`config.mk`:
```
export PLATFORM = sky130hd
export DESIGN_NAME = sph_density_accumulator_flat
export DESIGN_NICKNAME = d
export VERILOG_FILES = /design/src/hdl/sda_pkg.sv /design/src/hdl/sda_in_if.sv /design/src/hdl/sda_out_if.sv /design/src/hdl/sda_cfg_if.sv /design/src/hdl/sda_front.sv /design/src/hdl/sda_queue.sv /design/src/hdl/sda_mul.sv /design/src/hdl/sda_back.sv /design/src/hdl/sph_density_accumulator.sv /design/src/flat_wrapper.sv
export SDC_FILE = /design/constraint.sdc
export NUM_CORES = 2
export LEC_CHECK = 0
export ABC_AREA = 1
export BUFFER_PORTS_ARGS = -buffer_cell sky130_fd_sc_hd__buf_2
export CAP_MARGIN = 20
export CORE_MARGIN = 4
export CORE_UTILIZATION = 55
export DETAILED_ROUTE_END_ITERATION = 6
export PLACE_DENSITY = 0.74
export SYNTH_ARGS = -nofsm -noshare
export SYNTH_HDL_FRONTEND = slang
export SYNTH_SLANG_ARGS = --single-unit
```
`constraint.sdc`:
```
create_clock -name clk -period 14.3 [get_ports clk]
set_input_delay 3.575 -clock clk [delete_from_list [all_inputs] [get_ports clk]]
set_output_delay 3.575 -clock clk [all_outputs]
set_load 0.005 [all_outputs]
```
`src/hdl/sda_pkg.sv`:
```
package sda_pkg;

	localparam int FRAC_BITS_DEF = 16;
	localparam int ACC_WIDTH_DEF = 48;

	localparam int POS_W     = 32;
	localparam int MASS_W    = 32;
	localparam int CFG_W     = 32;
	localparam int LY_W      = 31;
	localparam int DENS_W    = 48;
	localparam int WRAP_W    = 2;
	localparam int CFG_IDX_W = 2;

	// |dx| and |dy| both fit 33 bits; dx^2 + dy^2 < 2^67
	localparam int MAG_W  = 33;
	localparam int RAD_W  = 68;
	localparam int ROOT_W = RAD_W / 2;

	// shared shift-add multiplier
	localparam int MUL_A_W = 44;
	localparam int MUL_B_W = 36;
	localparam int MUL_P_W = MUL_A_W + MUL_B_W;

	localparam int QUEUE_DEPTH = 2;

	localparam logic [CFG_IDX_W-1:0] REG_INV_H  = 2'd0;
	localparam logic [CFG_IDX_W-1:0] REG_KSCALE = 2'd1;
	localparam logic [CFG_IDX_W-1:0] REG_LY     = 2'd2;

	localparam logic [WRAP_W-1:0] WRAP_NONE = 2'd0;
	localparam logic [WRAP_W-1:0] WRAP_SUB  = 2'd1;
	localparam logic [WRAP_W-1:0] WRAP_ADD  = 2'd2;

	typedef struct packed {
		logic [MAG_W-1:0]  ux;
		logic [MAG_W-1:0]  uy;
		logic [MASS_W-1:0] mass;
		logic              first;
		logic              last;
	} pair_t;

	typedef struct packed {
		logic busy;
		logic done;
	} mul_stat_t;

endpackage

```
`src/hdl/sda_in_if.sv`:
```
interface sda_in_if import sda_pkg::*; ();
	logic                     valid;
	logic                     ready;
	logic signed [POS_W-1:0]  self_x;
	logic signed [POS_W-1:0]  self_y;
	logic signed [POS_W-1:0]  other_x;
	logic signed [POS_W-1:0]  other_y;
	logic [MASS_W-1:0]        other_mass;
	logic [WRAP_W-1:0]        wrap_shift;
	logic                     first_pair;
	logic                     last_pair;

	modport source (output valid, self_x, self_y, other_x, other_y, other_mass, wrap_shift,
		first_pair, last_pair, input ready);
	modport sink (input valid, self_x, self_y, other_x, other_y, other_mass, wrap_shift,
		first_pair, last_pair, output ready);
endinterface

```
`src/hdl/sda_out_if.sv`:
```
interface sda_out_if import sda_pkg::*; ();
	logic              valid;
	logic              ready;
	logic [DENS_W-1:0] density;
	logic              saturated;

	modport source (output valid, density, saturated, input ready);
	modport sink (input valid, density, saturated, output ready);
endinterface

```
`src/hdl/sda_cfg_if.sv`:
```
interface sda_cfg_if import sda_pkg::*; ();
	logic                 valid;
	logic                 ready;
	logic [CFG_IDX_W-1:0] index;
	logic [CFG_W-1:0]     data;

	modport source (output valid, index, data, input ready);
	modport sink (input valid, index, data, output ready);
endinterface

```
`src/hdl/sda_front.sv`:
```
module sda_front import sda_pkg::*; (
	input  logic            clk,
	input  logic            arst_n,
	sda_in_if.sink          pair,
	input  logic [LY_W-1:0] ly,
	output logic            push_valid,
	input  logic            push_ready,
	output pair_t           push_data
);

	logic signed [MAG_W-1:0] dx;
	logic signed [33:0]      oy;
	logic signed [34:0]      dy;
	logic [34:0]             dy_mag;
	pair_t                   cls;
	pair_t                   data_s1;
	logic                    valid_s1;

	always_comb begin
		dx = {pair.self_x[POS_W-1], pair.self_x} - {pair.other_x[POS_W-1], pair.other_x};
		oy = {{2{pair.other_y[POS_W-1]}}, pair.other_y};
		case (pair.wrap_shift)
			WRAP_SUB: oy = oy - $signed({3'b000, ly});
			WRAP_ADD: oy = oy + $signed({3'b000, ly});
			default:  oy = oy;
		endcase
		dy = {{3{pair.self_y[POS_W-1]}}, pair.self_y} - {oy[33], oy};
		dy_mag = dy[34] ? 35'(-dy) : 35'(dy);
		cls.ux    = dx[MAG_W-1] ? MAG_W'(-dx) : MAG_W'(dx);
		cls.uy    = dy_mag[MAG_W-1:0];
		cls.mass  = pair.other_mass;
		cls.first = pair.first_pair;
		cls.last  = pair.last_pair;
	end

	assign pair.ready = !valid_s1 || push_ready;
	assign push_valid = valid_s1;
	assign push_data  = data_s1;

	always_ff @(posedge clk or negedge arst_n) begin
		if (!arst_n) begin
			valid_s1 <= 1'b0;
		end else if (pair.ready) begin
			valid_s1 <= pair.valid;
		end
	end

	always_ff @(posedge clk) begin
		if (pair.ready && pair.valid) begin
			data_s1 <= cls;
		end
	end

endmodule

```
`src/hdl/sda_queue.sv`:
```
module sda_queue import sda_pkg::*; (
	input  logic  clk,
	input  logic  arst_n,
	input  logic  push_valid,
	output logic  push_ready,
	input  pair_t push_data,
	output logic  pop_valid,
	input  logic  pop_ready,
	output pair_t pop_data
);

	localparam int PTR_W = $clog2(QUEUE_DEPTH);
	localparam int CNT_W = $clog2(QUEUE_DEPTH + 1);

	pair_t             mem_q [QUEUE_DEPTH];
	logic [PTR_W-1:0]  wr_ptr_q;
	logic [PTR_W-1:0]  rd_ptr_q;
	logic [CNT_W-1:0]  cnt_q;
	logic              do_push;
	logic              do_pop;

	assign push_ready = cnt_q != CNT_W'(QUEUE_DEPTH);
	assign pop_valid  = cnt_q != '0;
	assign pop_data   = mem_q[rd_ptr_q];
	assign do_push    = push_valid && push_ready;
	assign do_pop     = pop_valid && pop_ready;

	always_ff @(posedge clk or negedge arst_n) begin
		if (!arst_n) begin
			wr_ptr_q <= '0;
			rd_ptr_q <= '0;
			cnt_q    <= '0;
		end else begin
			if (do_push) begin
				wr_ptr_q <= (wr_ptr_q == PTR_W'(QUEUE_DEPTH - 1)) ? '0 : wr_ptr_q + 1'b1;
			end
			if (do_pop) begin
				rd_ptr_q <= (rd_ptr_q == PTR_W'(QUEUE_DEPTH - 1)) ? '0 : rd_ptr_q + 1'b1;
			end
			case ({do_push, do_pop})
				2'b10:   cnt_q <= cnt_q + 1'b1;
				2'b01:   cnt_q <= cnt_q - 1'b1;
				default: cnt_q <= cnt_q;
			endcase
		end
	end

	always_ff @(posedge clk) begin
		if (do_push) begin
			mem_q[wr_ptr_q] <= push_data;
		end
	end

endmodule

```
`src/hdl/sda_mul.sv`:
```
module sda_mul import sda_pkg::*; (
	input  logic               clk,
	input  logic               arst_n,
	input  logic               start,
	input  logic [MUL_A_W-1:0] a,
	input  logic [MUL_B_W-1:0] b,
	output mul_stat_t          stat,
	output logic [MUL_P_W-1:0] prod
);

	logic [MUL_P_W-1:0] a_q;
	logic [MUL_B_W-1:0] b_q;
	logic [MUL_P_W-1:0] acc_q;
	logic               busy_q;
	logic               done_q;

	assign stat.busy = busy_q;
	assign stat.done = done_q;
	assign prod      = acc_q;

	// one multiplier bit per cycle, stops once the remaining bits are zero
	always_ff @(posedge clk or negedge arst_n) begin
		if (!arst_n) begin
			busy_q <= 1'b0;
			done_q <= 1'b0;
		end else begin
			done_q <= 1'b0;
			if (start) begin
				busy_q <= 1'b1;
			end else if (busy_q && b_q[MUL_B_W-1:1] == '0) begin
				busy_q <= 1'b0;
				done_q <= 1'b1;
			end
		end
	end

	always_ff @(posedge clk) begin
		if (start) begin
			a_q   <= MUL_P_W'(a);
			b_q   <= b;
			acc_q <= '0;
		end else if (busy_q) begin
			a_q <= a_q << 1;
			b_q <= b_q >> 1;
			if (b_q[0]) begin
				acc_q <= acc_q + a_q;
			end
		end
	end

endmodule

```
`src/hdl/sda_back.sv`:
```
module sda_back import sda_pkg::*; #(
	parameter int FRAC_BITS = FRAC_BITS_DEF,
	parameter int ACC_WIDTH = ACC_WIDTH_DEF
) (
	input  logic             clk,
	input  logic             arst_n,
	input  logic             pop_valid,
	output logic             pop_ready,
	input  pair_t            pop_data,
	input  logic [CFG_W-1:0] inv_h,
	input  logic [CFG_W-1:0] kernel_scale,
	sda_out_if.source        result
);

	localparam int QW = FRAC_BITS + 2;
	localparam int WW = FRAC_BITS + 12;
	localparam int CNT_W = $clog2(ROOT_W);
	localparam logic [QW-1:0] ONE   = QW'(1) << FRAC_BITS;
	localparam logic [QW-1:0] TWO   = QW'(2) << FRAC_BITS;
	localparam logic [QW-1:0] THREE = QW'(3) << FRAC_BITS;
	localparam logic [MUL_P_W-1:0] Q_LIM = MUL_P_W'(3) << (2 * FRAC_BITS);
	localparam logic [ACC_WIDTH-1:0] ACC_MAX = '1;

	typedef enum logic [3:0] {
		ST_IDLE, ST_SQX, ST_SQY, ST_ROOT, ST_QMUL, ST_P2, ST_P4, ST_P5,
		ST_KMUL, ST_CMUL, ST_ACC, ST_EMIT
	} state_t;

	state_t                 state_q;
	logic                   issued_q;
	pair_t                  item_q;
	logic [RAD_W-1:0]       rad_q;
	logic [ROOT_W+3:0]      rem_q;
	logic [ROOT_W-1:0]      root_q;
	logic [CNT_W-1:0]       cnt_q;
	logic [QW-1:0]          q_q;
	logic [1:0]             term_q;
	logic [QW-1:0]          t_q;
	logic [MUL_B_W-1:0]     p_q;
	logic signed [WW-1:0]   w_q;
	logic [MUL_A_W-1:0]     k_q;
	logic [63:0]            contrib_q;
	logic                   big_q;
	logic [ACC_WIDTH-1:0]   acc_q;
	logic                   ov_q;
	logic                   out_valid_q;
	logic [DENS_W-1:0]      dens_q;
	logic                   sat_q;

	logic                   mul_state;
	logic                   mul_start;
	logic [MUL_A_W-1:0]     mul_a;
	logic [MUL_B_W-1:0]     mul_b;
	mul_stat_t              mul_stat;
	logic [MUL_P_W-1:0]     prod;
	logic [ROOT_W+3:0]      rem_sh;
	logic [ROOT_W+3:0]      trial;
	logic signed [WW-1:0]   p5;
	logic signed [WW-1:0]   w_next;
	logic [64:0]            total;
	logic                   out_free;

	sda_mul u_mul (
		.clk    (clk),
		.arst_n (arst_n),
		.start  (mul_start),
		.a      (mul_a),
		.b      (mul_b),
		.stat   (mul_stat),
		.prod   (prod)
	);

	always_comb begin
		mul_a = '0;
		mul_b = '0;
		mul_state = 1'b1;
		case (state_q)
			ST_SQX: begin
				mul_a = MUL_A_W'(item_q.ux);
				mul_b = MUL_B_W'(item_q.ux);
			end
			ST_SQY: begin
				mul_a = MUL_A_W'(item_q.uy);
				mul_b = MUL_B_W'(item_q.uy);
			end
			ST_QMUL: begin
				mul_a = MUL_A_W'(inv_h);
				mul_b = MUL_B_W'(root_q);
			end
			ST_P2: begin
				mul_a = MUL_A_W'(t_q);
				mul_b = MUL_B_W'(t_q);
			end
			ST_P4: begin
				mul_a = MUL_A_W'(p_q);
				mul_b = p_q;
			end
			ST_P5: begin
				mul_a = MUL_A_W'(p_q);
				mul_b = MUL_B_W'(t_q);
			end
			ST_KMUL: begin
				mul_a = w_q[WW-1] ? '0 : MUL_A_W'(unsigned'(w_q));
				mul_b = MUL_B_W'(kernel_scale);
			end
			ST_CMUL: begin
				mul_a = k_q;
				mul_b = MUL_B_W'(item_q.mass);
			end
			default: mul_state = 1'b0;
		endcase
		mul_start = mul_state && !issued_q;
	end

	always_comb begin
		rem_sh = {rem_q[ROOT_W+1:0], rad_q[RAD_W-1:RAD_W-2]};
		trial  = {2'b00, root_q, 2'b01};
		p5 = signed'(WW'(prod >> FRAC_BITS));
		case (term_q)
			2'd1:    w_next = w_q - (p5 <<< 2) - (p5 <<< 1);
			2'd2:    w_next = w_q + (p5 <<< 4) - p5;
			default: w_next = w_q + p5;
		endcase
		total = 65'(acc_q) + 65'(contrib_q);
	end

	assign pop_ready        = state_q == ST_IDLE;
	assign out_free         = !out_valid_q || result.ready;
	assign result.valid     = out_valid_q;
	assign result.density   = dens_q;
	assign result.saturated = sat_q;

	always_ff @(posedge clk or negedge arst_n) begin
		if (!arst_n) begin
			state_q     <= ST_IDLE;
			issued_q    <= 1'b0;
			acc_q       <= '0;
			ov_q        <= 1'b0;
			out_valid_q <= 1'b0;
		end else begin
			if (state_q == ST_EMIT && out_free) begin
				out_valid_q <= 1'b1;
			end else if (result.ready) begin
				out_valid_q <= 1'b0;
			end
			if (mul_start) begin
				issued_q <= 1'b1;
			end
			if (mul_state && issued_q && mul_stat.done) begin
				issued_q <= 1'b0;
			end
			case (state_q)
				ST_IDLE: begin
					if (pop_valid) begin
						state_q <= ST_SQX;
						if (pop_data.first) begin
							acc_q <= '0;
							ov_q  <= 1'b0;
						end
					end
				end
				ST_SQX: if (issued_q && mul_stat.done) state_q <= ST_SQY;
				ST_SQY: if (issued_q && mul_stat.done) state_q <= ST_ROOT;
				ST_ROOT: begin
					if (cnt_q == CNT_W'(ROOT_W - 1)) begin
						state_q <= ST_QMUL;
					end
				end
				ST_QMUL: begin
					if (issued_q && mul_stat.done) begin
						state_q <= (prod >= Q_LIM) ? ST_ACC : ST_P2;
					end
				end
				ST_P2: if (issued_q && mul_stat.done) state_q <= ST_P4;
				ST_P4: if (issued_q && mul_stat.done) state_q <= ST_P5;
				ST_P5: begin
					if (issued_q && mul_stat.done) begin
						if ((term_q == 2'd0 && q_q < TWO) || (term_q == 2'd1 && q_q < ONE)) begin
							state_q <= ST_P2;
						end else begin
							state_q <= ST_KMUL;
						end
					end
				end
				ST_KMUL: if (issued_q && mul_stat.done) state_q <= ST_CMUL;
				ST_CMUL: if (issued_q && mul_stat.done) state_q <= ST_ACC;
				ST_ACC: begin
					if (big_q || total > 65'(ACC_MAX)) begin
						acc_q <= ACC_MAX;
						ov_q  <= 1'b1;
					end else begin
						acc_q <= ACC_WIDTH'(total);
					end
					state_q <= item_q.last ? ST_EMIT : ST_IDLE;
				end
				ST_EMIT: begin
					if (out_free) begin
						state_q <= ST_IDLE;
					end
				end
				default: state_q <= ST_IDLE;
			endcase
		end
	end

	always_ff @(posedge clk) begin
		case (state_q)
			ST_IDLE: begin
				if (pop_valid) begin
					item_q <= pop_data;
				end
				contrib_q <= '0;
				big_q     <= 1'b0;
			end
			ST_SQX: begin
				if (mul_stat.done) begin
					rad_q <= prod[RAD_W-1:0];
				end
			end
			ST_SQY: begin
				rem_q  <= '0;
				root_q <= '0;
				cnt_q  <= '0;
				if (mul_stat.done) begin
					rad_q <= rad_q + prod[RAD_W-1:0];
				end
			end
			ST_ROOT: begin
				// restoring square root, one result bit per cycle
				rad_q <= rad_q << 2;
				cnt_q <= cnt_q + 1'b1;
				if (rem_sh >= trial) begin
					rem_q  <= rem_sh - trial;
					root_q <= {root_q[ROOT_W-2:0], 1'b1};
				end else begin
					rem_q  <= rem_sh;
					root_q <= {root_q[ROOT_W-2:0], 1'b0};
				end
			end
			ST_QMUL: begin
				q_q    <= QW'(prod >> FRAC_BITS);
				t_q    <= THREE - QW'(prod >> FRAC_BITS);
				term_q <= 2'd0;
				w_q    <= '0;
			end
			ST_P2, ST_P4: begin
				if (mul_stat.done) begin
					p_q <= MUL_B_W'(prod >> FRAC_BITS);
				end
			end
			ST_P5: begin
				if (mul_stat.done) begin
					w_q    <= w_next;
					term_q <= term_q + 1'b1;
					t_q    <= (term_q == 2'd0) ? TWO - q_q : ONE - q_q;
				end
			end
			ST_KMUL: begin
				if (mul_stat.done) begin
					k_q <= MUL_A_W'(prod >> FRAC_BITS);
				end
			end
			ST_CMUL: begin
				if (mul_stat.done) begin
					contrib_q <= 64'(prod >> FRAC_BITS);
					big_q     <= (prod >> (64 + FRAC_BITS)) != '0;
				end
			end
			ST_EMIT: begin
				if (out_free) begin
					dens_q <= DENS_W'(acc_q);
					sat_q  <= ov_q;
				end
			end
			default: ;
		endcase
	end

`ifndef SYNTHESIS
	// a saturated sum stays pinned until the next clear
	assert property (@(posedge clk) disable iff (!arst_n) ov_q |-> acc_q == ACC_MAX)
		else $error("overflow flag set with sum below maximum");
	assert property (@(posedge clk) disable iff (!arst_n) mul_start |-> !mul_stat.busy)
		else $error("multiplier started while busy");
	assert property (@(posedge clk) disable iff (!arst_n)
		(state_q == ST_EMIT && !out_valid_q) |=> out_valid_q)
		else $error("result not loaded into free output register");
	assert property (@(posedge clk) disable iff (!arst_n)
		(state_q != ST_IDLE) |-> !(pop_valid && pop_ready))
		else $error("queue popped while a pair is in flight");
`endif

endmodule

```
`src/hdl/sph_density_accumulator.sv`:
```
// channel | dir | payload
// pair    | in  | self_x, self_y, other_x, other_y, other_mass, wrap_shift, first_pair, last_pair
// result  | out | density, saturated
// cfg     | in  | index, data (0 inv_h, 1 kernel_scale, 2 domain_height)
//
// Front stage registers |dx|,|dy| and pushes a 2-word queue.
// Back end takes one pair at a time and works it through the shared shift-add
// multiplier (one operand bit per cycle, up to 14 products) and a 34-bit
// restoring square root. arst_n clears control state, sum and overflow flag;
// config resets to 1.0, 1.0, 16.0. Either side may stall; the result word is held
// in an output register while the back end and queue keep working.
module sph_density_accumulator import sda_pkg::*; #(
	parameter int FRAC_BITS = FRAC_BITS_DEF,
	parameter int ACC_WIDTH = ACC_WIDTH_DEF
) (
	input  logic     clk,
	input  logic     arst_n,
	sda_in_if.sink   pair,
	sda_out_if.source result,
	sda_cfg_if.sink  cfg
);

	logic [CFG_W-1:0] inv_h_q;
	logic [CFG_W-1:0] kscale_q;
	logic [LY_W-1:0]  ly_q;
	logic             push_valid;
	logic             push_ready;
	pair_t            push_data;
	logic             pop_valid;
	logic             pop_ready;
	pair_t            pop_data;

	assign cfg.ready = 1'b1;

	always_ff @(posedge clk or negedge arst_n) begin
		if (!arst_n) begin
			inv_h_q  <= CFG_W'(32'h0001_0000);
			kscale_q <= CFG_W'(32'h0001_0000);
			ly_q     <= LY_W'(32'h0010_0000);
		end else if (cfg.valid) begin
			case (cfg.index)
				REG_INV_H:  inv_h_q  <= cfg.data;
				REG_KSCALE: kscale_q <= cfg.data;
				REG_LY:     ly_q     <= cfg.data[LY_W-1:0];
				default: ;
			endcase
		end
	end

	sda_front u_front (
		.clk        (clk),
		.arst_n     (arst_n),
		.pair       (pair),
		.ly         (ly_q),
		.push_valid (push_valid),
		.push_ready (push_ready),
		.push_data  (push_data)
	);

	sda_queue u_queue (
		.clk        (clk),
		.arst_n     (arst_n),
		.push_valid (push_valid),
		.push_ready (push_ready),
		.push_data  (push_data),
		.pop_valid  (pop_valid),
		.pop_ready  (pop_ready),
		.pop_data   (pop_data)
	);

	sda_back #(
		.FRAC_BITS (FRAC_BITS),
		.ACC_WIDTH (ACC_WIDTH)
	) u_back (
		.clk          (clk),
		.arst_n       (arst_n),
		.pop_valid    (pop_valid),
		.pop_ready    (pop_ready),
		.pop_data     (pop_data),
		.inv_h        (inv_h_q),
		.kernel_scale (kscale_q),
		.result       (result)
	);

endmodule

```
`src/flat_wrapper.sv`:
```
// flat-port wrapper written by rule: the top's interface ports become plain ports
module sph_density_accumulator_flat import sda_pkg::*;
#(
	parameter int FRAC_BITS = FRAC_BITS_DEF,
	parameter int ACC_WIDTH = ACC_WIDTH_DEF
)
  (clk, arst_n, pair_valid, pair_self_x, pair_self_y, pair_other_x, pair_other_y, pair_other_mass, pair_wrap_shift, pair_first_pair, pair_last_pair, pair_ready, result_valid, result_density, result_saturated, result_ready, cfg_valid, cfg_index, cfg_data, cfg_ready);
  sda_in_if pair_i ();
  sda_out_if result_i ();
  sda_cfg_if cfg_i ();
  input  logic clk;
  input  logic arst_n;
  input wire logic [$bits(pair_i.valid)-1:0] pair_valid;
  input wire logic [$bits(pair_i.self_x)-1:0] pair_self_x;
  input wire logic [$bits(pair_i.self_y)-1:0] pair_self_y;
  input wire logic [$bits(pair_i.other_x)-1:0] pair_other_x;
  input wire logic [$bits(pair_i.other_y)-1:0] pair_other_y;
  input wire logic [$bits(pair_i.other_mass)-1:0] pair_other_mass;
  input wire logic [$bits(pair_i.wrap_shift)-1:0] pair_wrap_shift;
  input wire logic [$bits(pair_i.first_pair)-1:0] pair_first_pair;
  input wire logic [$bits(pair_i.last_pair)-1:0] pair_last_pair;
  output wire logic [$bits(pair_i.ready)-1:0] pair_ready;
  output wire logic [$bits(result_i.valid)-1:0] result_valid;
  output wire logic [$bits(result_i.density)-1:0] result_density;
  output wire logic [$bits(result_i.saturated)-1:0] result_saturated;
  input wire logic [$bits(result_i.ready)-1:0] result_ready;
  input wire logic [$bits(cfg_i.valid)-1:0] cfg_valid;
  input wire logic [$bits(cfg_i.index)-1:0] cfg_index;
  input wire logic [$bits(cfg_i.data)-1:0] cfg_data;
  output wire logic [$bits(cfg_i.ready)-1:0] cfg_ready;
  assign pair_i.valid = pair_valid;
  assign pair_i.self_x = pair_self_x;
  assign pair_i.self_y = pair_self_y;
  assign pair_i.other_x = pair_other_x;
  assign pair_i.other_y = pair_other_y;
  assign pair_i.other_mass = pair_other_mass;
  assign pair_i.wrap_shift = pair_wrap_shift;
  assign pair_i.first_pair = pair_first_pair;
  assign pair_i.last_pair = pair_last_pair;
  assign pair_ready = pair_i.ready;
  assign result_valid = result_i.valid;
  assign result_density = result_i.density;
  assign result_saturated = result_i.saturated;
  assign result_i.ready = result_ready;
  assign cfg_i.valid = cfg_valid;
  assign cfg_i.index = cfg_index;
  assign cfg_i.data = cfg_data;
  assign cfg_ready = cfg_i.ready;
  sph_density_accumulator #(.FRAC_BITS(FRAC_BITS), .ACC_WIDTH(ACC_WIDTH)) u_core (.clk(clk), .arst_n(arst_n), .pair(pair_i), .result(result_i), .cfg(cfg_i));
endmodule
```
== After elaboration in Yosys (flattened, before gate mapping) ==
Memories as Yosys holds them, arrays and structs flattened.
Index checks and enable logic that the tools add are counted.

* Flip-flop bits (word level): 956
* Memory bits (writable): 200
* Input bits: 203
* Output and inout port bits: 52
* Logic and storage cells: 228
* Memories kept: 1

{| class="wikitable"
|+ Memories
! memory !! depth !! bits a word !! rd ports !! clocked after memory_dff !! write ports !! line !! RTL
|-
| u_core.u_queue.mem_q || 2 || 100 || 1 || 0 || 1 || sda_queue.sv:15 || <nowiki>pair_t mem_q [QUEUE_DEPTH];</nowiki>
|}

* Add/subtract/negate cells: 24
* Order comparisons: 5
* Eq/ne operators: 38
* Mux-type cells: 67
* Reduce and logical (&&, ||, !) cells: 51

{| class="wikitable"
|+ Operator list
! operator !! count
|-
| 44-bit case mux with 7 select lines || 1
|-
| 36-bit case mux with 7 select lines || 1
|-
| 68-bit case mux with 3 select lines || 1
|-
| 48-bit 2-to-1 mux || 3
|-
| 68-bit 2-to-1 mux || 2
|-
| 34-bit case mux with 2 select lines || 2
|-
| 64-bit case mux with 2 select lines || 1
|-
| 28-bit case mux with 2 select lines || 2
|-
| 36-bit 2-to-1 mux || 3
|-
| 48-bit case mux with 2 select lines || 1
|-
| 44-bit 2-to-1 mux || 2
|-
| 28-bit subtractor || 3
|-
| 80-bit adder || 1
|-
| 80-bit by 34-bit >= comparator with 1-bit output, second input constant || 1
|-
| 36-bit case mux with 2 select lines || 1
|-
| 68-bit adder || 1
|-
| 33-bit negation || 2
|-
| 32-bit by 32-bit subtractor with 33-bit output || 2
|-
| 48-bit by 64-bit adder with 65-bit output || 1
|-
| 65-bit by 48-bit greater-than comparator with 1-bit output, second input constant || 1
|-
| 64-bit 2-to-1 mux || 1
|-
| 28-bit adder || 2
|-
| 4-bit 2-to-1 mux || 14
|-
| 4-bit case mux with 12 select lines || 1
|-
| other kinds (46) || 135
|}

== Depth between registers and ports, before layout ==
* Depth after elaboration: 6
* Mapped depth: 40
* Gate-level depth less buffers: 40

== By module ==
A second synthesis with hierarchy kept.

* Cells, all modules: 11074
* Area total of the unflattened synthesis: 81932.3 um2

{| class="wikitable"
|+ By module, submodules not included
! module !! instances !! cells an instance !! area each (um2) !! sequential area each (um2)
|-
| sda_back || 1 || 5481 || 42149.2 || 16450.8
|-
| sda_mul || 1 || 2449 || 15184.6 || 4774.6
|-
| sda_front || 1 || 2167 || 13067.5 || 3027.9
|-
| sda_queue || 1 || 552 || 7523.5 || 6105.9
|-
| sph_density_accumulator || 1 || 425 || 4007.6 || 2381.0
|}

== Least setup slack after synthesis ==
No wires, ideal clock.

* Kind: input-to-reg
* Start: input pair_wrap_shift[0]
* End: register u_core.u_front.data_s1, in the netlist u_core.u_front.push_data[56], data pin
* Library setup time: 0.270 ns
* Data arrival time: 8.133 ns
* Data required time: 14.030 ns
* Path slack: 5.897 ns
* Stages: 36
* Path buffers: 2
* Cells stage by stage: inv_1 ha_1 inv_1 clkbuf_1 clkbuf_1 nand2_1 xnor2_1 ha_1 nand3_1 nand3_1 nand2_1 nand2_1 a21oi_1 o21ai_0 a21oi_1 o21ai_0 a21oi_1 or2_2 nand3_1 nand2_1 ha_1 nand2_1 nor2_1 inv_1 nor2_1 nand4_1 nand3_1 xor2_1 nor2_1 nand2_1 nor2_2 nand3_1 nand2_1 nand2_1 nand2_1 o21ai_0

{| class="wikitable"
|+ RTL lines
! element !! line !! RTL
|-
| start, declared || flat_wrapper.sv:19 || <nowiki>input wire logic [$bits(pair_i.wrap_shift)-1:0] pair_wrap_shift;</nowiki>
|-
| end signal, assigned || sda_front.sv:50 || <nowiki>data_s1 <= cls;</nowiki>
|-
| end, declared || sda_front.sv:16 || <nowiki>pair_t data_s1;</nowiki>
|}

==> flow_summary.ini <==
[final_layout]
drive_gt1_frac = 0.0687
area.growth.synth_to_final_pct = 10.1
fillers = 12446
final_nets = 11053

[placed_design]
gp_congestion = 1.06
place_hpwl_um = 229000
io_buffers = 253
pre_cts_ws_ns = 4.38

[logic_synthesis]
yosysTopAreaCellShare = 0.338
synth_area_leaders = edfxtp_1 34%, nand2_1 12%, ha_1 7.5%
syn_avg_cell_area_um2 = 7.77
syn_nets = 10800
synth_edf_count = 882
yosysWarnings = 0
synthArstFlopShare = 0.136
synth_seq_area_share = 0.418
postSynthCellCount = 10073
synth-simple-area-share = 0.233
synthDistinctLibCells = 75
synth_compound_area_frac = 0.150
synth_area_mm2 = 0.0783
synth.cells.most_frequent = 2536 x nand2_1, 1344 x inv_1, 1056 x nor2_1
synth_fa_ha_area_frac = 0.0891
yosysTopAreaCell = edfxtp_1
synth_xor_area_frac = 0.0326
synthMuxAreaShare = 0.000783
yosysMostFrequentCell = nand2_1
synth_ff_type = edfxtp_1
synth-seq-cells = 1155
synth_top_family_by_area = simple AND/OR/NAND/NOR gates

[sta]
fin_crit_ns = 9.17
setup_slack_ns = 5.13
max_slew_margin = 0.219
final_max_slew_viol_count = 0
fin_setup_tns_ns = 0
setup_viol = 0
hold_viol_final = 0
fmax_ghz = 0.109
rsz0062_at_grt = false
worst_pin_slew_ns = 1.17
finalCritPeriodShare = 0.641
finalClockSkew_ns = 0.126
hold_ws_ns = 0.411

[floorplanning]
std_cell_rows = 138
coreArea_mm2 = 0.141
die-area_mm2 = 0.148
die_h_um = 385
start_util = 0.553
pin_count = 255
die_w_um = 385

[detailed_routing]
wl_met3_um = 29400
met1_length_um = 113000
drtIter0Drc = 8499
vias = 73598
drc = 34
top_layer = met5
route.final.wire_length_um = 294000
wl_per_cell_um = 23.9
ant_nets = 0
vias_per_cell = 5.97
met2_length_um = 132000
dr.pass1.iters = 7

[clock_network]
root_buffer = clkbuf_16
cts_tree = yes
numCtsBuffers = 119
clkSinkCount = 1155
htreeDepth = 3
cts_hold_buf = 0
clk_latency_ns = 0.84
cts_resized = 0
path_clk_slew_ns = 0.06
cts_setup_buffers = 0
cts_buffer_depth = 3

[power_and_ir_drop]
power_frac_clock = 0.365
ir_drop_mv = 0.169
combPwrFrac = 0.171
switching_power_uw = 2700
seqPwrFrac = 0.464
swShare = 0.296
p_leak_uw = 0.0386
power.internal_uw = 6430
powerDensity_mw_per_mm2 = 106

[worst_setup_path]
cpMostUsedCell = nand2_1
crit_start = pair_wrap_shift[0]
crit_type = in2reg
slowest_delay_ns = 0.59
crit_slowest_cell = o21ai_0
cp-start-kind = input port
r2r-start = u_core.ly_q[0]
crit_fanout = 34
end_kind = register
critPathArrivalTime_ns = 9.68
r2r-end = u_core.u_front.push_data[38]
cp.required_ns = 14.81
reg2regPathDepth = 34
rrSetupSlack_ns = 7.30

[outcome]
status = finished, violations left
violations = design-rule violations

[global_routing]
antenna_found_initial = 17
first_global_vias = 70924
globalRouteOverflowTotal = 0
grtUsageTotal = 0.388
grt_pass1_wl_um = 434000
grt_max_degree = 106

[min_path]
min_to = u_core.u_queue.mem_q[0][20]
min_path_cells = 0
worstHoldPathType = reg2reg
hold_start = u_core.u_front.push_data[20]

[job]
drv_cap = 0
stage by stage:
stage	power [uW]	utilization	area [um2]	std cells
2_1_floorplan	5280	-	78300	10073
6_report	9130	0.610	86200	12322
3_3_place_gp	5800	0.579	81900	12092
3_5_place_dp	5850	0.580	82000	12094
4_1_cts	9130	0.609	86200	12315
5_1_grt	9480	0.610	86200	12320
critical path: cells and delay by family:
| kind | cells | cell delay [ns] |
|---|---|---|
| AND/OR/NAND/NOR | 16 | 1.38 |
| adder cells (fa/ha/maj) | 3 | 0.91 |
| buffers and inverters | 8 | 1.67 |
| AO/OA/AOI/OAI | 8 | 1.80 |
| XOR/XNOR | 2 | 0.27 |
area by class of cell:
class / count / area, um2 / area share
antenna: 6 / 15.0 / 0.000174
clock buffer: 147 / 3150 / 0.0366
clock inverter: 74 / 1040 / 0.0120
inverter: 1369 / 5140 / 0.0597
multi-input combinational: 7329 / 39700 / 0.460
sequential: 1155 / 32700 / 0.380
tap: 1890 / 2360 / 0.0274
timing repair buffer: 352 / 2060 / 0.0239
worst max path at each step:
stage | end | slack (ns) | depth (start not counted)
2_1_floorplan | u_core.u_front.push_data[56] | 5.90 | 36
4_1_cts | u_core.u_front.push_data[38] | 5.19 | 31
3_3_place_gp | u_core.u_front.push_data[38] | 4.46 | 31
5_1_grt | u_core.u_front.push_data[38] | 4.48 | 30
6_report | u_core.u_front.push_data[38] | 5.13 | 37
3_5_place_dp | u_core.u_front.push_data[38] | 4.38 | 31
sequential cells by signal (all words and copies together) (netlist names), 36 cells and up:
name / cells
u_core.u_back.u_mul.b_q: 36
u_core.u_back.rad_q: 68
u_core.u_back.p_q: 36
u_core.u_back.rem_q: 36
u_core.u_back.contrib_q: 64
u_core.u_back.result.density: 48
u_core.u_back.k_q: 44
u_core.u_front.push_data: 100
u_core.u_back.item_q: 99
u_core.u_queue.mem_q: 200
u_core.u_back.u_mul.a_q: 80
u_core.u_back.u_mul.prod: 80
u_core.u_back.acc_q: 48
kinds of logic after synthesis:
| kind of cell | after synthesis |
|---|---|
| and+or+nand+nor | 4430 |
| AOI/OAI and AO/OA | 2081 |
| buffers and inverters | 1589 |
| DFF | 1155 |
| adders and majority gates | 524 |
| xor gates and xnor gates | 287 |
| muxes | 6 |
| other | 1 |
cells in the final DEF (no fill, tap or decap), types with 118 or more instances in the layout:
| cell | netlist | final |
|---|---|---|
| nand2_1 | 2536 | 2534 |
| inv_1 | 1344 | 1340 |
| nor2_1 | 1056 | 1041 |
| edfxtp_1 | 882 | 882 |
| a21oi_1 | 805 | 804 |
| o21ai_0 | 746 | 743 |
| ha_1 | 468 | 468 |
| nand3_1 | 411 | 408 |
| buf_2 | 8 | 252 |
| xor2_1 | 183 | 183 |
| dfrtp_1 | 154 | 153 |
| clkbuf_16 | 0 | 119 |
| nand4_1 | 118 | 118 |
power by group through the flow:
stage               Combinational, uW  Sequential (uW)  Clock, uW
floorplan                        1030             4260          0
global placement                 1520             4280          0
detailed placement               1540             4300          0
CTS                              1550             4240       3340
global route                     1730             4260       3480
finish                           1560             4240       3330
routing by layer:
metal / vias up / GRT usage
met5: - / 0
met4: 2 / 0.214
met3: 805 / 0.0765
met2: 4031 / 0.624
met1: 34550 / 0.495
li1: 34210 / -
Note: power is estimated with default switching activity, not from simulation.
